==> config.mk <==
export PLATFORM = sky130hd
export DESIGN_NAME = srm_seq
export DESIGN_NICKNAME = d
export VERILOG_FILES = /design/src/rtl/srm_pkg.sv /design/src/rtl/srm_seq.sv
export SDC_FILE = /design/constraint.sdc
export NUM_CORES = 1
export LEC_CHECK = 0
export ABC_AREA = 1
export ABC_CLOCK_PERIOD_IN_PS = 4120
export BUFFER_PORTS_ARGS = -buffer_cell sky130_fd_sc_hd__buf_2
export CAP_MARGIN = 20
export CORE_MARGIN = 8
export CORE_UTILIZATION = 45
export CTS_BUF_LIST = sky130_fd_sc_hd__clkbuf_8 sky130_fd_sc_hd__clkbuf_16
export DETAILED_ROUTE_END_ITERATION = 8
export PLACE_DENSITY_LB_ADDON = 0.05
export SLEW_MARGIN = 20
export SYNTH_ARGS = -nofsm -noshare
export SYNTH_HDL_FRONTEND = slang
export SYNTH_SLANG_ARGS = --single-unit
==> constraint.sdc <==
create_clock -name clk_i -period 4.12 [get_ports clk_i]
set_input_delay 1.236 -clock clk_i [delete_from_list [all_inputs] [get_ports clk_i]]
set_output_delay 1.236 -clock clk_i [all_outputs]
set_load 0.005 [all_outputs]
==> src/rtl/srm_pkg.sv <==
// ----------------------------------------------------------------------------
// Sparse table range maximum: shared definitions
// Field widths, operation and status codes and parameter defaults.
// ----------------------------------------------------------------------------
package srm_pkg;

  localparam int unsigned DEPTH_DEF      = 1024;
  localparam int unsigned LEVELS_DEF     = 11;
  localparam int unsigned DATA_WIDTH_DEF = 32;

  localparam int unsigned VALUE_W = 32;
  localparam int unsigned INDEX_W = 10;
  localparam int unsigned LEN_W   = INDEX_W + 1;

  localparam logic OP_APPEND = 1'b0;
  localparam logic OP_QUERY  = 1'b1;

  typedef enum logic [1:0] {
    ST_OK    = 2'd0,
    ST_FULL  = 2'd1,
    ST_RANGE = 2'd2
  } status_e;

endpackage

==> src/rtl/srm_seq.sv <==
// ----------------------------------------------------------------------------
// Sparse table range maximum: sequencer and compare unit
// Walks the table levels on an append and the two windows of a query,
// sharing one signed comparator and the single table read port.
// ----------------------------------------------------------------------------
module srm_seq
  import srm_pkg::*;
#(
  parameter int unsigned DEPTH      = DEPTH_DEF,
  parameter int unsigned LEVELS     = LEVELS_DEF,
  parameter int unsigned DATA_WIDTH = DATA_WIDTH_DEF,
  parameter int unsigned IW         = $clog2(DEPTH),
  parameter int unsigned LW         = $clog2(LEVELS),
  parameter int unsigned AW         = LW + IW
) (
  input  logic                      clk_i,
  input  logic                      rst_ni,
  input  logic                      in_valid_i,
  output logic                      in_ready_o,
  input  logic                      op_i,
  input  logic signed [VALUE_W-1:0] value_i,
  input  logic        [INDEX_W-1:0] left_i,
  input  logic        [INDEX_W-1:0] right_i,
  output logic                      res_valid_o,
  input  logic                      res_ready_i,
  output logic [DATA_WIDTH-1:0]     res_value_o,
  output status_e                   res_status_o,
  output logic                      mem_we_o,
  output logic [AW-1:0]             mem_waddr_o,
  output logic [DATA_WIDTH-1:0]     mem_wdata_o,
  output logic [AW-1:0]             mem_raddr_o,
  input  logic [DATA_WIDTH-1:0]     mem_rdata_i
);

  localparam int unsigned CW = $clog2(DEPTH + 1);
  localparam int unsigned JW = $clog2(LEVELS + 1);
  localparam int unsigned SW = IW + 2;

  typedef enum logic [7:0] {
    S_IDLE = 8'b0000_0001,
    S_LVL  = 8'b0000_0010,
    S_MAX  = 8'b0000_0100,
    S_LOG  = 8'b0000_1000,
    S_QA   = 8'b0001_0000,
    S_QB   = 8'b0010_0000,
    S_QM   = 8'b0100_0000,
    S_DONE = 8'b1000_0000
  } state_e;

  state_e                state_q, state_d;
  logic [CW-1:0]         count_q, count_d;
  logic [IW-1:0]         idx_q, idx_d;
  logic [IW-1:0]         l_q, l_d;
  logic [IW-1:0]         r_q, r_d;
  logic [JW-1:0]         j_q, j_d;
  logic [SW-1:0]         span_q, span_d;
  logic [LEN_W-1:0]      len_q, len_d;
  logic [DATA_WIDTH-1:0] prev_q, prev_d;
  logic [DATA_WIDTH-1:0] a_q, a_d;
  logic [DATA_WIDTH-1:0] res_val_q, res_val_d;
  status_e               res_st_q, res_st_d;

  logic [DATA_WIDTH-1:0] value_ext;
  logic [DATA_WIDTH-1:0] cmp_a, cmp_b, cmp_max;
  logic [SW-1:0]         idx_end;
  logic [IW-1:0]         start;
  logic [IW-1:0]         second;
  logic                  bad_range;

  assign value_ext = DATA_WIDTH'(value_i);
  assign idx_end   = SW'(idx_q) + SW'(1);
  assign start     = IW'(idx_end - span_q);
  assign second    = IW'(SW'(r_q) + SW'(1) - span_q);
  assign bad_range = (left_i > right_i) || (32'(right_i) >= 32'(count_q));

  assign cmp_a   = (state_q == S_MAX) ? prev_q : a_q;
  assign cmp_b   = mem_rdata_i;
  assign cmp_max = ($signed(cmp_a) >= $signed(cmp_b)) ? cmp_a : cmp_b;

  assign in_ready_o   = (state_q == S_IDLE);
  assign res_valid_o  = (state_q == S_DONE);
  assign res_value_o  = res_val_q;
  assign res_status_o = res_st_q;

  always_comb begin
    state_d     = state_q;
    count_d     = count_q;
    idx_d       = idx_q;
    l_d         = l_q;
    r_d         = r_q;
    j_d         = j_q;
    span_d      = span_q;
    len_d       = len_q;
    prev_d      = prev_q;
    a_d         = a_q;
    res_val_d   = res_val_q;
    res_st_d    = res_st_q;
    mem_we_o    = 1'b0;
    mem_waddr_o = '0;
    mem_wdata_o = cmp_max;
    mem_raddr_o = '0;
    case (state_q)
      S_IDLE: begin
        if (in_valid_i) begin
          res_val_d = '0;
          res_st_d  = ST_OK;
          if (op_i == OP_APPEND) begin
            if (count_q == CW'(DEPTH)) begin
              res_st_d = ST_FULL;
              state_d  = S_DONE;
            end else begin
              mem_we_o    = 1'b1;
              mem_waddr_o = {LW'(0), count_q[IW-1:0]};
              mem_wdata_o = value_ext;
              prev_d      = value_ext;
              idx_d       = count_q[IW-1:0];
              count_d     = count_q + CW'(1);
              j_d         = JW'(1);
              span_d      = SW'(2);
              state_d     = S_LVL;
            end
          end else begin
            if (bad_range) begin
              res_st_d = ST_RANGE;
              state_d  = S_DONE;
            end else begin
              l_d     = IW'(left_i);
              r_d     = IW'(right_i);
              len_d   = LEN_W'(right_i) - LEN_W'(left_i) + LEN_W'(1);
              j_d     = '0;
              span_d  = SW'(1);
              state_d = S_LOG;
            end
          end
        end
      end
      S_LVL: begin
        if ((j_q == JW'(LEVELS)) || (span_q > idx_end)) begin
          state_d = S_DONE;
        end else begin
          mem_raddr_o = {LW'(j_q - JW'(1)), start};
          state_d     = S_MAX;
        end
      end
      S_MAX: begin
        mem_we_o    = 1'b1;
        mem_waddr_o = {LW'(j_q), start};
        prev_d      = cmp_max;
        j_d         = j_q + JW'(1);
        span_d      = span_q << 1;
        state_d     = S_LVL;
      end
      S_LOG: begin
        if ((len_q > LEN_W'(1)) && (j_q != JW'(LEVELS - 1))) begin
          len_d  = len_q >> 1;
          j_d    = j_q + JW'(1);
          span_d = span_q << 1;
        end else begin
          state_d = S_QA;
        end
      end
      S_QA: begin
        mem_raddr_o = {LW'(j_q), l_q};
        state_d     = S_QB;
      end
      S_QB: begin
        mem_raddr_o = {LW'(j_q), second};
        a_d         = mem_rdata_i;
        state_d     = S_QM;
      end
      S_QM: begin
        res_val_d = cmp_max;
        state_d   = S_DONE;
      end
      S_DONE: begin
        if (res_ready_i) begin
          state_d = S_IDLE;
        end
      end
      default: begin
        state_d = S_IDLE;
      end
    endcase
  end

  always_ff @(posedge clk_i or negedge rst_ni) begin
    if (!rst_ni) begin
      state_q <= S_IDLE;
      count_q <= '0;
    end else begin
      state_q <= state_d;
      count_q <= count_d;
    end
  end

  always_ff @(posedge clk_i) begin
    idx_q     <= idx_d;
    l_q       <= l_d;
    r_q       <= r_d;
    j_q       <= j_d;
    span_q    <= span_d;
    len_q     <= len_d;
    prev_q    <= prev_d;
    a_q       <= a_d;
    res_val_q <= res_val_d;
    res_st_q  <= res_st_d;
  end

  a_count_bound: assert property (@(posedge clk_i) disable iff (!rst_ni)
    count_q <= CW'(DEPTH))
    else $error("Element count exceeds the table depth.");

  a_full_keeps_count: assert property (@(posedge clk_i) disable iff (!rst_ni)
    (in_valid_i && in_ready_o && (op_i == OP_APPEND) && (count_q == CW'(DEPTH)))
    |=> $stable(count_q))
    else $error("Append to a full table changed the element count.");

  a_write_states: assert property (@(posedge clk_i) disable iff (!rst_ni)
    mem_we_o |-> ((state_q == S_IDLE) || (state_q == S_MAX)))
    else $error("Table written outside an append.");

  a_error_zero: assert property (@(posedge clk_i) disable iff (!rst_ni)
    (res_valid_o && (res_status_o != ST_OK)) |-> (res_value_o == '0))
    else $error("Failed operation carries a non-zero maximum.");

endmodule

**Word level (Yosys, flattened, before mapping)**

Cells that the tools add are included.

- Register bits after elaboration: 174
- Bits in latches: 0
- RAM bits: 0
- ROM bits: 0
- Input bits: 89
- Word-level logic and storage cells: 115
- Memories: 0

- Add/subtract/negate cells: 9
- $mul: 0
- Div/mod/pow operators: 0
- $lt $le $gt $ge: 5
- Eq/ne operators: 21
- Shift operators: 0
- Multiplexer cells: 50
- Bitwise logic cells: 3
- Reduce and logical (&&, ||, !) cells: 15

Operators with widths:

| operator | number |
|---|---|
| two-way mux 32 bit | 10 |
| one-hot mux 32 bit (2 select lines) | 2 |
| one-hot mux 8 bit (8 select lines) | 1 |
| two-way mux 12 bit | 5 |
| two-way mux 8 bit | 7 |
| two-way mux 11 bit | 4 |
| one-hot mux 14 bit (3 select lines) | 1 |
| one-hot mux 12 bit (3 select lines) | 1 |
| greater-or-equal comparator 32 bit | 1 |
| two-way mux 10 bit | 3 |
| one-hot mux 14 bit (2 select lines) | 1 |
| adder 11 x 1 -> 11 bit (second input constant) | 2 |
| one-hot mux 11 bit (2 select lines) | 1 |
| two-way mux 4 bit | 5 |
| subtractor 10 bit | 2 |
| two-way mux 14 bit | 1 |
| > comparator 12 x 11 -> 1 bit | 1 |
| != test 2 bit (second input constant) | 6 |
| one-hot mux 4 bit (3 select lines) | 1 |
| AND reduction 4 bit | 3 |
| adder 10 x 1 -> 11 bit (second input constant) | 1 |
| == test 11 bit (second input constant) | 1 |
| greater-or-equal comparator 10 x 11 -> 1 bit | 1 |
| > comparator 11 x 1 -> 1 bit (second input constant) | 1 |
| 28 further kinds | 41 |

**Depth between registers and ports, before layout**

Gate-level depths: netlist of run 1.

- Depth in word-level cells: 8
- Gate-level depth with buffers: 24
- Gate-level depth less buffers: 22

**Worst setup path before layout of run 1**

OpenSTA, ideal clock, no wires.

- Kind: input to register
- Start: input in_valid_i
- End: register res_val_q[0] (netlist: res_value_o[0]), enable pin
- Data arrival time: 3.578 ns
- Data required time: 3.654 ns
- Setup slack: 0.077 ns
- Stages: 2
- Buffers on the path: 0
- Cell sequence: inv_1 -> o21ai_0

- Cells in the longest elaborated chain, start to end: 2

RTL lines:

| element | line | source |
|---|---|---|
| start, declared | srm_seq.sv:18 | `input logic in_valid_i,` |
| != test 2 bit (no source line) | n/a |  |
| AND reduction 2 bit (no source line) | n/a |  |
| end signal, assigned | srm_seq.sv:205 | `res_val_q <= res_val_d;` |
| end, declared | srm_seq.sv:60 | `logic [DATA_WIDTH-1:0] res_val_q, res_val_d;` |

Every way passes these cells.
A chain may end at the register's enable or synchronous reset.

**Worst setup path after layout of run 1**

- Start: register idx_q[0]
- End: output mem_raddr_o[0]

- Cells in the longest elaborated chain, start to end: 5
- Elaborated cells between the ends (all ways): 6

RTL lines:

| element | line | source |
|---|---|---|
| start, declared | srm_seq.sv:52 | `logic [IW-1:0] idx_q, idx_d;` |
| start signal, assigned | srm_seq.sv:197 | `idx_q <= idx_d;` |
| adder 10 x 1 -> 11 bit * | srm_seq.sv:71 | `assign idx_end = SW'(idx_q) + SW'(1);` |
| > comparator 12 x 11 -> 1 bit | srm_seq.sv:138 | `if ((j_q == JW'(LEVELS)) \|\| (span_q > idx_end)) begin` |
| logical OR 1 bit | srm_seq.sv:138 |  |
| two-way mux 14 bit * | srm_seq.sv:138 |  |
| one-hot mux 14 bit (3 select lines) * | srm_seq.sv:102 | `case (state_q)` |
| end, declared | srm_seq.sv:31 | `output logic [AW-1:0] mem_raddr_o,` |

Mark *: on every way between the ends. The rest lies on a longest branch, timed or not.

==> flow_summary_export.csv, run 1 <==
group,metric,value,unit
sta,tns,-26.37,ns
placed_design,place_congestion,0.911,
sta,worst_pin_slew,0.533,ns
placed_design,port_buffers,185,
clock_network,cts_tree,"yes",
final_layout,num-nets-final,2001,
status,status,"finished with violations",
yosys,ys_types,53,
floorplan,coreArea,26100,um^2
grt,grt_overflow,0,
critical_path,crit_required,2.88,ns
floorplan,die_area,32100,um^2
min_path,min_from,"count_q[10]",
critical_path,startpoint,"idx_q[0]",
clock_network,cts-root-buf,"clkbuf_16",
sta,max_freq,0.210,GHz
yosys,yosysTopAreaCellShare,38.6,%
grt,grt_max_degree,49,
yosys,syn_nets,1593,
sta,hold_viol_final,0,
placed_design,dp_hpwl,26.9,mm
sta,fin_ws,-0.636,ns
critical_path,critical_path_class,"register to output port",
yosys,synth_ff_type,"edfxtp_1",
sta,skew,0.0169,ns
route,routed_wl,38.5,mm
floorplan,die_x,179,um
grt,grt_use_total,23.6,%
yosys,avgSynthCellArea,8.64,um^2
yosys,syn_inst,1387,
clock_network,cts_made_buffers,17,
sta,fin_crit,4.76,ns
route,avgRoutedWirePerCell,18.0,um
yosys,syn_area,12000,um^2
min_path,holdPathStages,1,
sta,holdWs,0.479,ns
flow_run,maxCapViolations,0,
route,via_per_inst,5.11,
power,pwr_density_cell,484,nW/um^2
route,dr.first_iter.drc_count,821,
sta,slew_violations,0,
critical_path,reg2reg_depth,28,
floorplan,rows,59,
floorplan,die_y,179,um
status,violations,"negative setup slack",
route,antenna_left,0,
yosys,ys_ff_latch,173,
power,totalPowerFinal,8.27,mW
yosys,async_reset_ff_share,11.0,%
sta,period_share,115,%
yosys,yosysTopAreaCell,"edfxtp_1",
sta,finalSetupViolations,49,
critical_path,critPathMaxFanout,7,
critical_path,end_kind,"output port",
sta,maxSlewHeadroom,64.5,%
clock_network,clk_pin_slew,0.07,ns
route,drt_pre_antenna_iters,7,
floorplan,initial_core_util,45.9,%
critical_path,reg2reg_from,"state_q[5]",
grt,grt_pass1_wl,58.2,mm
power,power.leakage,8.55,nW
route,drc,0,
clock_network,clock_latency,0.44,ns
placed_design,dp_slack,-0.361,ns
route,vias,10900,
grt,grt_pass1_vias,10900,
yosys,yosysWarnings,0,
yosys,synth_area_leaders,"edfxtp_1 (39%), ha_1 (12%), nand2_1 (11%)",
final_layout,num_antenna_cells,0,
critical_path,start_kind,"register",
critical_path,arrival,3.52,ns
clock_network,cts_buffer_depth,2,
final_layout,drive_above_1_share,40.8,%
clock_network,cts.sinks,173,
floorplan,pin_count,186,
sta,rsz0062_at_grt,"true",
final_layout,utilization,65.3,%
min_path,hold_path_class,"register to register",
power,ir_drop,275,uV
yosys,synth-seq-area-share,42.6,%
final_layout,fillers,2185,
clock_network,htree_levels,4,
final_layout,syn2layout_area_growth,42.4,%
yosys,synth_edf_count,154,
grt,antenna_found_initial,0,
## synthesized netlist by cell type, types with 4 or more instances
master,instances
o21ai_0,42
nand2_2,6
nand2_4,31
nor4_2,4
nand3_1,95
xor2_1,29
xnor2_1,7
o21ai_1,20
inv_1,186
o32ai_1,5
nor2_2,4
buf_2,28
nor3_1,5
inv_2,35
nor3_2,4
nand2_1,336
nand4_1,44
buf_1,4
edfxtp_1,154
o22ai_1,4
nor2_1,95
ha_1,114
clkbuf_1,6
o211ai_1,10
a21oi_1,53
dfrtp_1,18
## worst paths after layout
kind,endpoint,slack (ns)
setup / recovery,mem_raddr_o[0],-0.64
hold / removal,count_q[10],0.48
setup reg to reg,prev_q[20],0.21
hold reg to reg,count_q[10],0.48
max in group asynchronous,state_q[0],2.99
min in group asynchronous,count_q[10],0.75
## where the power goes
part,leakage (nW),internal [mW],switching [mW]
clock network,0.286,0.856,0.749
registers,1.66,2.34,0.192
logic,6.60,1.75,2.39
## cells by family after synthesis
| logic type | synth area share, % |
|---|---|
| AND/OR/NAND/NOR | 26.1 |
| buffers and inverters | 9.12 |
| flip-flops | 42.6 |
| AO/OA/AOI/OAI | 7.09 |
| adder cells (fa/ha/maj) | 12.4 |
| XOR/XNOR | 2.63 |
| multiplexers | 0.0835 |
## critical path, stage by stage (launching register included)
cell      delay [ns]
edfxtp_1        0.40
inv_2           0.07
nor2_4          0.13
nand3_2         0.10
nor3b_2         0.18
buf_4           0.17
nand3_4         0.07
xor2_2          0.19
ha_1            0.35
buf_4           0.15
nand3_2         0.11
a21oi_1         0.07
nand3b_1        0.23
o21ai_4         0.11
nand3_2         0.12
buf_8           0.19
o211ai_1        0.28
buf_2           0.18
## area by class of cell
type / instances / area (um^2) / share of cell area [%]
Tap cell: 335 / 419 / 2.45
Inverter: 221 / 847 / 4.96
Clock buffer: 20 / 478 / 2.80
Multi-Input combinational cell: 949 / 6870 / 40.2
Sequential cell: 173 / 5100 / 29.9
Clock inverter: 12 / 97.6 / 0.572
Timing Repair Buffer: 433 / 3270 / 19.1
## layout by cell type, fill, tap and decap left out, drive strengths merged, types with 29 or more instances in the layout
| master | synthesis | final |
|---|---|---|
| inv | 221 | 227 |
| nand3 | 99 | 99 |
| nor2 | 103 | 103 |
| nand4 | 47 | 47 |
| xor2 | 29 | 29 |
| buf | 38 | 431 |
| edfxtp | 154 | 154 |
| o21ai | 62 | 62 |
| nand2 | 373 | 373 |
| a21oi | 54 | 54 |
| ha | 114 | 114 |
## sequential cells by signal, summed over array words and instances (netlist names)
| signal | cells |
|---|---|
| state_q | 8 |
| l_q | 10 |
| len_q | 10 |
| idx_q | 10 |
| span_q | 12 |
| prev_q | 32 |
| count_q | 11 |
| res_value_o | 32 |
| j_q | 4 |
| a_q | 32 |
| res_status_o | 2 |
| r_q | 10 |
## through the flow
step           instances  instance area [um^2]
6_report            2143                 17100
5_1_grt             2143                 17100
4_1_cts             2138                 16600
3_5_place_dp        2046                 14600
3_3_place_gp        2046                 14600
2_1_floorplan       1387                 12000
## layer usage
| metal | track usage (%) | wire (um) |
|---|---|---|
| met5 | 0 | 0 |
| met4 | 6.53 | 631 |
| met3 | 3.18 | 2230 |
| met2 | 40.5 | 19300 |
| met1 | 30.7 | 16400 |
## repair_timing
action                                  in CTS  in global routing
endpoints found under the setup margin      51                 57
pin swaps                                   56                 53
hold buffers                                 0                  0
gates cloned                                 8                  2
resized for setup                          191                 95
buffers inserted                            52                 17
No activity file was read; power rests on OpenSTA's default activity.
==> run 2, diff against run 1 <==
Settings changed: CELL_PAD_IN_SITES_DETAIL_PLACEMENT from default to 0, CELL_PAD_IN_SITES_GLOBAL_PLACEMENT from default to 1, CORE_UTILIZATION 45 to 44.
==> flow_summary_export.csv, run 2 (synthesis gave the netlist of run 1 again) <==
group,metric,value,unit
status,status,"finished with violations",
status,violations,"negative setup slack",
sta,fin_crit,4.87,ns
power,totalPowerFinal,8.16,mW
route,via_per_inst,5.05,
power,pwr_density_cell,492,nW/um^2
sta,fin_ws,-0.754,ns
sta,skew,0.0224,ns
final_layout,final_common_cell,"nand2_1",
grt,busiest_layer,"met2",
final_layout,utilization,61.7,%
grt,grt_use_total,22.2,%
grt,grt_util_met1,27.4,%
power,power.leakage,8.30,nW
grt,grt_pass1_vias,10800,
critical_path,cp_slowest_cell,"dfrtp_1",
clock_network,clock_latency,0.43,ns
route,antenna_left,0,
placed_design,dp_hpwl,27.9,mm
critical_path,end_kind,"output port",
clock_network,htree_levels,4,
sta,rsz0062_at_grt,"true",
route,vias,10800,
grt,use_met3,3.35,%
sta,worst_pin_slew,0.603,ns
final_layout,num-nets-final,1985,
floorplan,coreArea,26900,um^2
sta,max_freq,0.205,GHz
route,avgRoutedWirePerCell,17.9,um
placed_design,place_congestion,0.903,
flow_run,maxCapViolations,0,
sta,maxSlewHeadroom,59.8,%
final_layout,syn2layout_area_growth,38.3,%
placed_design,port_buffers,185,
floorplan,die_y,181,um
sta,finalSetupViolations,50,
route,drc,0,
sta,tns,-28.47,ns
floorplan,initial_core_util,44.6,%
critical_path,critical_path_class,"register to output port",
grt,antenna_found_initial,1,
floorplan,die_area,32800,um^2
clock_network,cts_buffer_depth,2,
route,routed_wl,38.2,mm
floorplan,die_x,181,um
final_layout,layout_common_cells,"nand2_1 (311), buf_4 (195), buf_2 (182)",
grt,grt_overflow,0,
clock_network,clk_pin_slew,0.07,ns
final_layout,drive_above_1_share,37.7,%
power,ir_drop,256,uV
clock_network,cts_tree,"yes",
critical_path,slowest_delay,0.39,ns
route,dr.first_iter.drc_count,645,
sta,slew_violations,0,
final_layout,multiInputGateArea,6610,um^2
critical_path,crit_top_cell,"nand2_2",
clock_network,cts.sinks,173,
clock_network,postCtsHoldBufs,0,
critical_path,critPathMaxFanout,8,
critical_path,crit_required,2.88,ns
clock_network,cts-root-buf,"clkbuf_16",
final_layout,seq_area,5100,um^2
critical_path,arrival,3.64,ns
grt,grtUsageMet2,40.0,%
floorplan,pin_count,186,
final_layout,fillers,2343,
grt,grt_max_degree,38,
critical_path,start_kind,"register",
sta,period_share,118,%
min_path,hold_path_class,"register to register",
route,drt_pre_antenna_iters,5,
grt,grt_pass1_wl,57.8,mm
floorplan,rows,60,
clock_network,cts_made_buffers,17,
sta,hold_viol_final,0,
run 2: cell count changes in the layout (fill, tap and decap cells not counted), moves of 4 or more:
cell     before  now
nand3_1      52   74
nand3_2      41   21
buf_4       206  195
nand2_1     302  311
nand2_4      43   35
a21oi_2       5   10
buf_16        7    2
a21oi_1      46   42
inv_1       177  181
xor2_1       20   24
run 2: critical path, delay by kind of cell (launching register included):
family | cells | cell delay (ns)
AO/OA/AOI/OAI | 2 | 0.39
buffers and inverters | 8 | 0.96
adder cells (fa/ha/maj) | 1 | 0.22
flip-flops | 1 | 0.39
AND/OR/NAND/NOR | 14 | 1.22
run 2: routing by layer:
layer	share of wire (%)	vias up
li1	-	5383
met1	44	5091
met2	51	268
met3	4.0	34
met4	1.2	0
met5	0	-
run 2: power by group:
part | total, mW | switching [mW] | internal, mW | leakage, nW
logic | 3.99 | 2.31 | 1.68 | 6.37
registers | 2.52 | 0.184 | 2.34 | 1.66
clock network | 1.64 | 0.745 | 0.896 | 0.280
total | 8.16 | 3.24 | 4.91 | 8.30
run 2: final timing paths:
path,depth (start not counted),end,slack (ns),start
min in group asynchronous,1,state_q[1],0.78,rst_ni
max in group asynchronous,1,state_q[0],2.97,rst_ni
min reg2reg,1,count_q[10],0.48,count_q[10]
max,25,mem_wdata_o[18],-0.75,state_q[4]
min,1,count_q[10],0.48,count_q[10]
max reg2reg,23,prev_q[22],0.53,state_q[4]
run 2: what timing repair did:
item	in CTS	in global routing
gates resized for setup	39	168
cloned	3	4
pin swaps	7	96
setup endpoints to repair	51	53
buffers inserted	11	32
run 2: final cells by class:
type,instances,area share (%)
repair buffers,417,18.3
clock inverters,15,0.905
well taps,341,2.57
diodes,1,0.0151
clock buffers,17,2.57
inverters,221,5.03
flip-flops and latches,173,30.8
multi-input cells,949,39.8
run 2: per-stage QoR:
stage	cells	worst slack, ns	cell area (um^2)	hold slack [ns]
floorplan	1387	0.0765	12000	0.442
global placement	2055	-0.374	14600	0.456
detailed placement	2055	-0.407	14600	0.475
CTS	2101	-0.697	15500	0.488
global route	2134	-0.923	16600	0.513
finish	2134	-0.754	16600	0.484
==> run 3, diff against run 2 <==
Settings changed: CELL_PAD_IN_SITES_DETAIL_PLACEMENT 0 to 1, SKIP_LAST_GASP from default to 1.
==> flow_summary_export.csv, run 3 (synthesis gave the netlist of run 1 again) <==
group,metric,value,unit
power,comb_power_share,53.2,%
power,swShare,43.7,%
sta,slew_violations,0,
sta,rsz0062_at_grt,"true",
clock_network,cts_buffer_depth,2,
floorplan,die_x,181,um
route,dr.first_iter.drc_count,1100,
floorplan,die_y,181,um
min_path,hold_path_class,"register to register",
critical_path,critPathMaxFanout,7,
grt,grt_overflow,0,
route,vias,12600,
grt,grt_max_degree,38,
route,antenna_left,0,
floorplan,initial_core_util,44.6,%
floorplan,coreArea,26900,um^2
placed_design,place_congestion,0.903,
status,violations,"negative setup slack",
flow_run,maxCapViolations,0,
clock_network,cts.sinks,173,
sta,finalSetupViolations,56,
sta,worst_pin_slew,0.808,ns
grt,grt_pass1_vias,13100,
floorplan,rows,60,
status,status,"finished with violations",
sta,hold_viol_final,0,
clock_network,clock_latency,0.46,ns
critical_path,end_kind,"output port",
route,via_per_inst,5.78,
grt,antenna_found_initial,3,
sta,fin_ws,-1.05,ns
final_layout,fillers,3058,
final_layout,num-nets-final,2021,
power,p_switching,3.97,mW
power,pwr-share-seq,28.2,%
clock_network,postCtsHoldBufs,0,
sta,fin_crit,5.17,ns
power,pwr_density_cell,525,nW/um^2
critical_path,arrival,3.93,ns
sta,skew,0.0161,ns
sta,max_freq,0.194,GHz
clock_network,cts_made_buffers,17,
final_layout,drive_above_1_share,41.7,%
final_layout,layout_common_cells,"nand2_1 (292), buf_4 (225), buf_2 (184)",
power,intPower,5.11,mW
power,clockPowerShare,18.7,%
route,drt_pre_antenna_iters,7,
final_layout,final_common_cell,"nand2_1",
power,ir_drop,298,uV
sta,period_share,125,%
grt,grt_use_total,27.9,%
placed_design,dp_hpwl,31.7,mm
sta,maxSlewHeadroom,45.7,%
route,avgRoutedWirePerCell,25.4,um
final_layout,syn2layout_area_growth,44.4,%
floorplan,die_area,32800,um^2
final_layout,design_area,17300,um^2
clock_network,cts_tree,"yes",
critical_path,start_kind,"register",
sta,holdWs,0.488,ns
placed_design,post_dp_cell_area,14600,um^2
floorplan,pin_count,186,
clock_network,htree_levels,4,
sta,tns,-43.98,ns
grt,grt_pass1_wl,71.9,mm
placed_design,port_buffers,185,
route,routed_wl,55.1,mm
critical_path,critical_path_class,"register to output port",
route,drc,0,
clock_network,clk_pin_slew,0.08,ns
clock_network,cts-root-buf,"clkbuf_16",
power,power.leakage,8.58,nW
critical_path,crit_required,2.88,ns
## run 3: critical path: stages (launching register included)
cell	delay [ns]
dfrtp_1	0.40
nor2_2	0.14
inv_2	0.08
nor2_8	0.13
nand3_4	0.17
buf_12	0.22
buf_4	0.14
nand2_1	0.06
o21ai_2	0.08
ha_4	0.28
nand2_1	0.09
nor2_2	0.24
nand4_4	0.13
nor2_4	0.16
nand4_2	0.23
nand3_4	0.19
buf_12	0.16
buf_16	0.17
nand2_8	0.06
nand3_2	0.06
nand2_1	0.10
buf_2	0.15
## run 3: through the flow
| stage | instances | power [mW] | util [%] | worst slack, ns |
|---|---|---|---|---|
| finish | 2171 | 9.08 | 64.4 | -1.05 |
| global route | 2171 | 9.41 | 64.4 | -1.16 |
| CTS | 2139 | 8.20 | 61.0 | -0.737 |
| detailed placement | 2055 | 5.93 | 54.4 | -0.476 |
| global placement | 2055 | 5.80 | 54.4 | -0.374 |
| floorplan | 1387 | 4.41 | - | 0.0765 |
## run 3: final cells by class
cell class	count	area (um^2)	area share, %
Multi-Input combinational cell	949	6980	40.3
Sequential cell	173	5100	29.5
Timing Repair Buffer	453	3390	19.6
Inverter	221	840	4.85
Clock buffer	19	453	2.62
Tap cell	341	427	2.46
Clock inverter	13	120	0.694
Antenna cell	2	5.00	0.0289
## run 3: metal layers
layer	up-vias	routed length [um]	global-route usage (%)
met2	643	28500	52.4
met3	253	3100	5.30
met1	6206	20200	30.1
met4	2	3340	12.1
li1	5450	-	-
met5	-	13	0
## run 3: power groups by stage
stage                     Clock [mW]  Sequential [mW]  Combinational (mW)
after floorplan                    0             2.53                1.88
after global placement             0             2.55                3.26
after detailed placement           0             2.57                3.36
after CTS                       1.66             2.54                4.00
after global routing            1.74             2.59                5.08
final                           1.69             2.56                4.83
## run 3: path summary, 6_finish.rpt
check,start,to,slack [ns],cells past startpoint
worst max register to register,state_q[0],prev_q[12],-0.05,30
min in group asynchronous,rst_ni,count_q[0],0.76,1
worst max-delay path,state_q[4],mem_wdata_o[1],-1.05,21
max in group asynchronous,rst_ni,state_q[0],2.99,1
worst min-delay path,count_q[10],count_q[10],0.49,1
worst min register to register,count_q[10],count_q[10],0.49,1
## run 3: repair_timing
item | in CTS | in global routing
resized for setup | 171 | 112
pin swaps | 58 | 89
cloned | 4 | 4
setup buffers | 50 | 39
setup endpoints to repair | 52 | 55
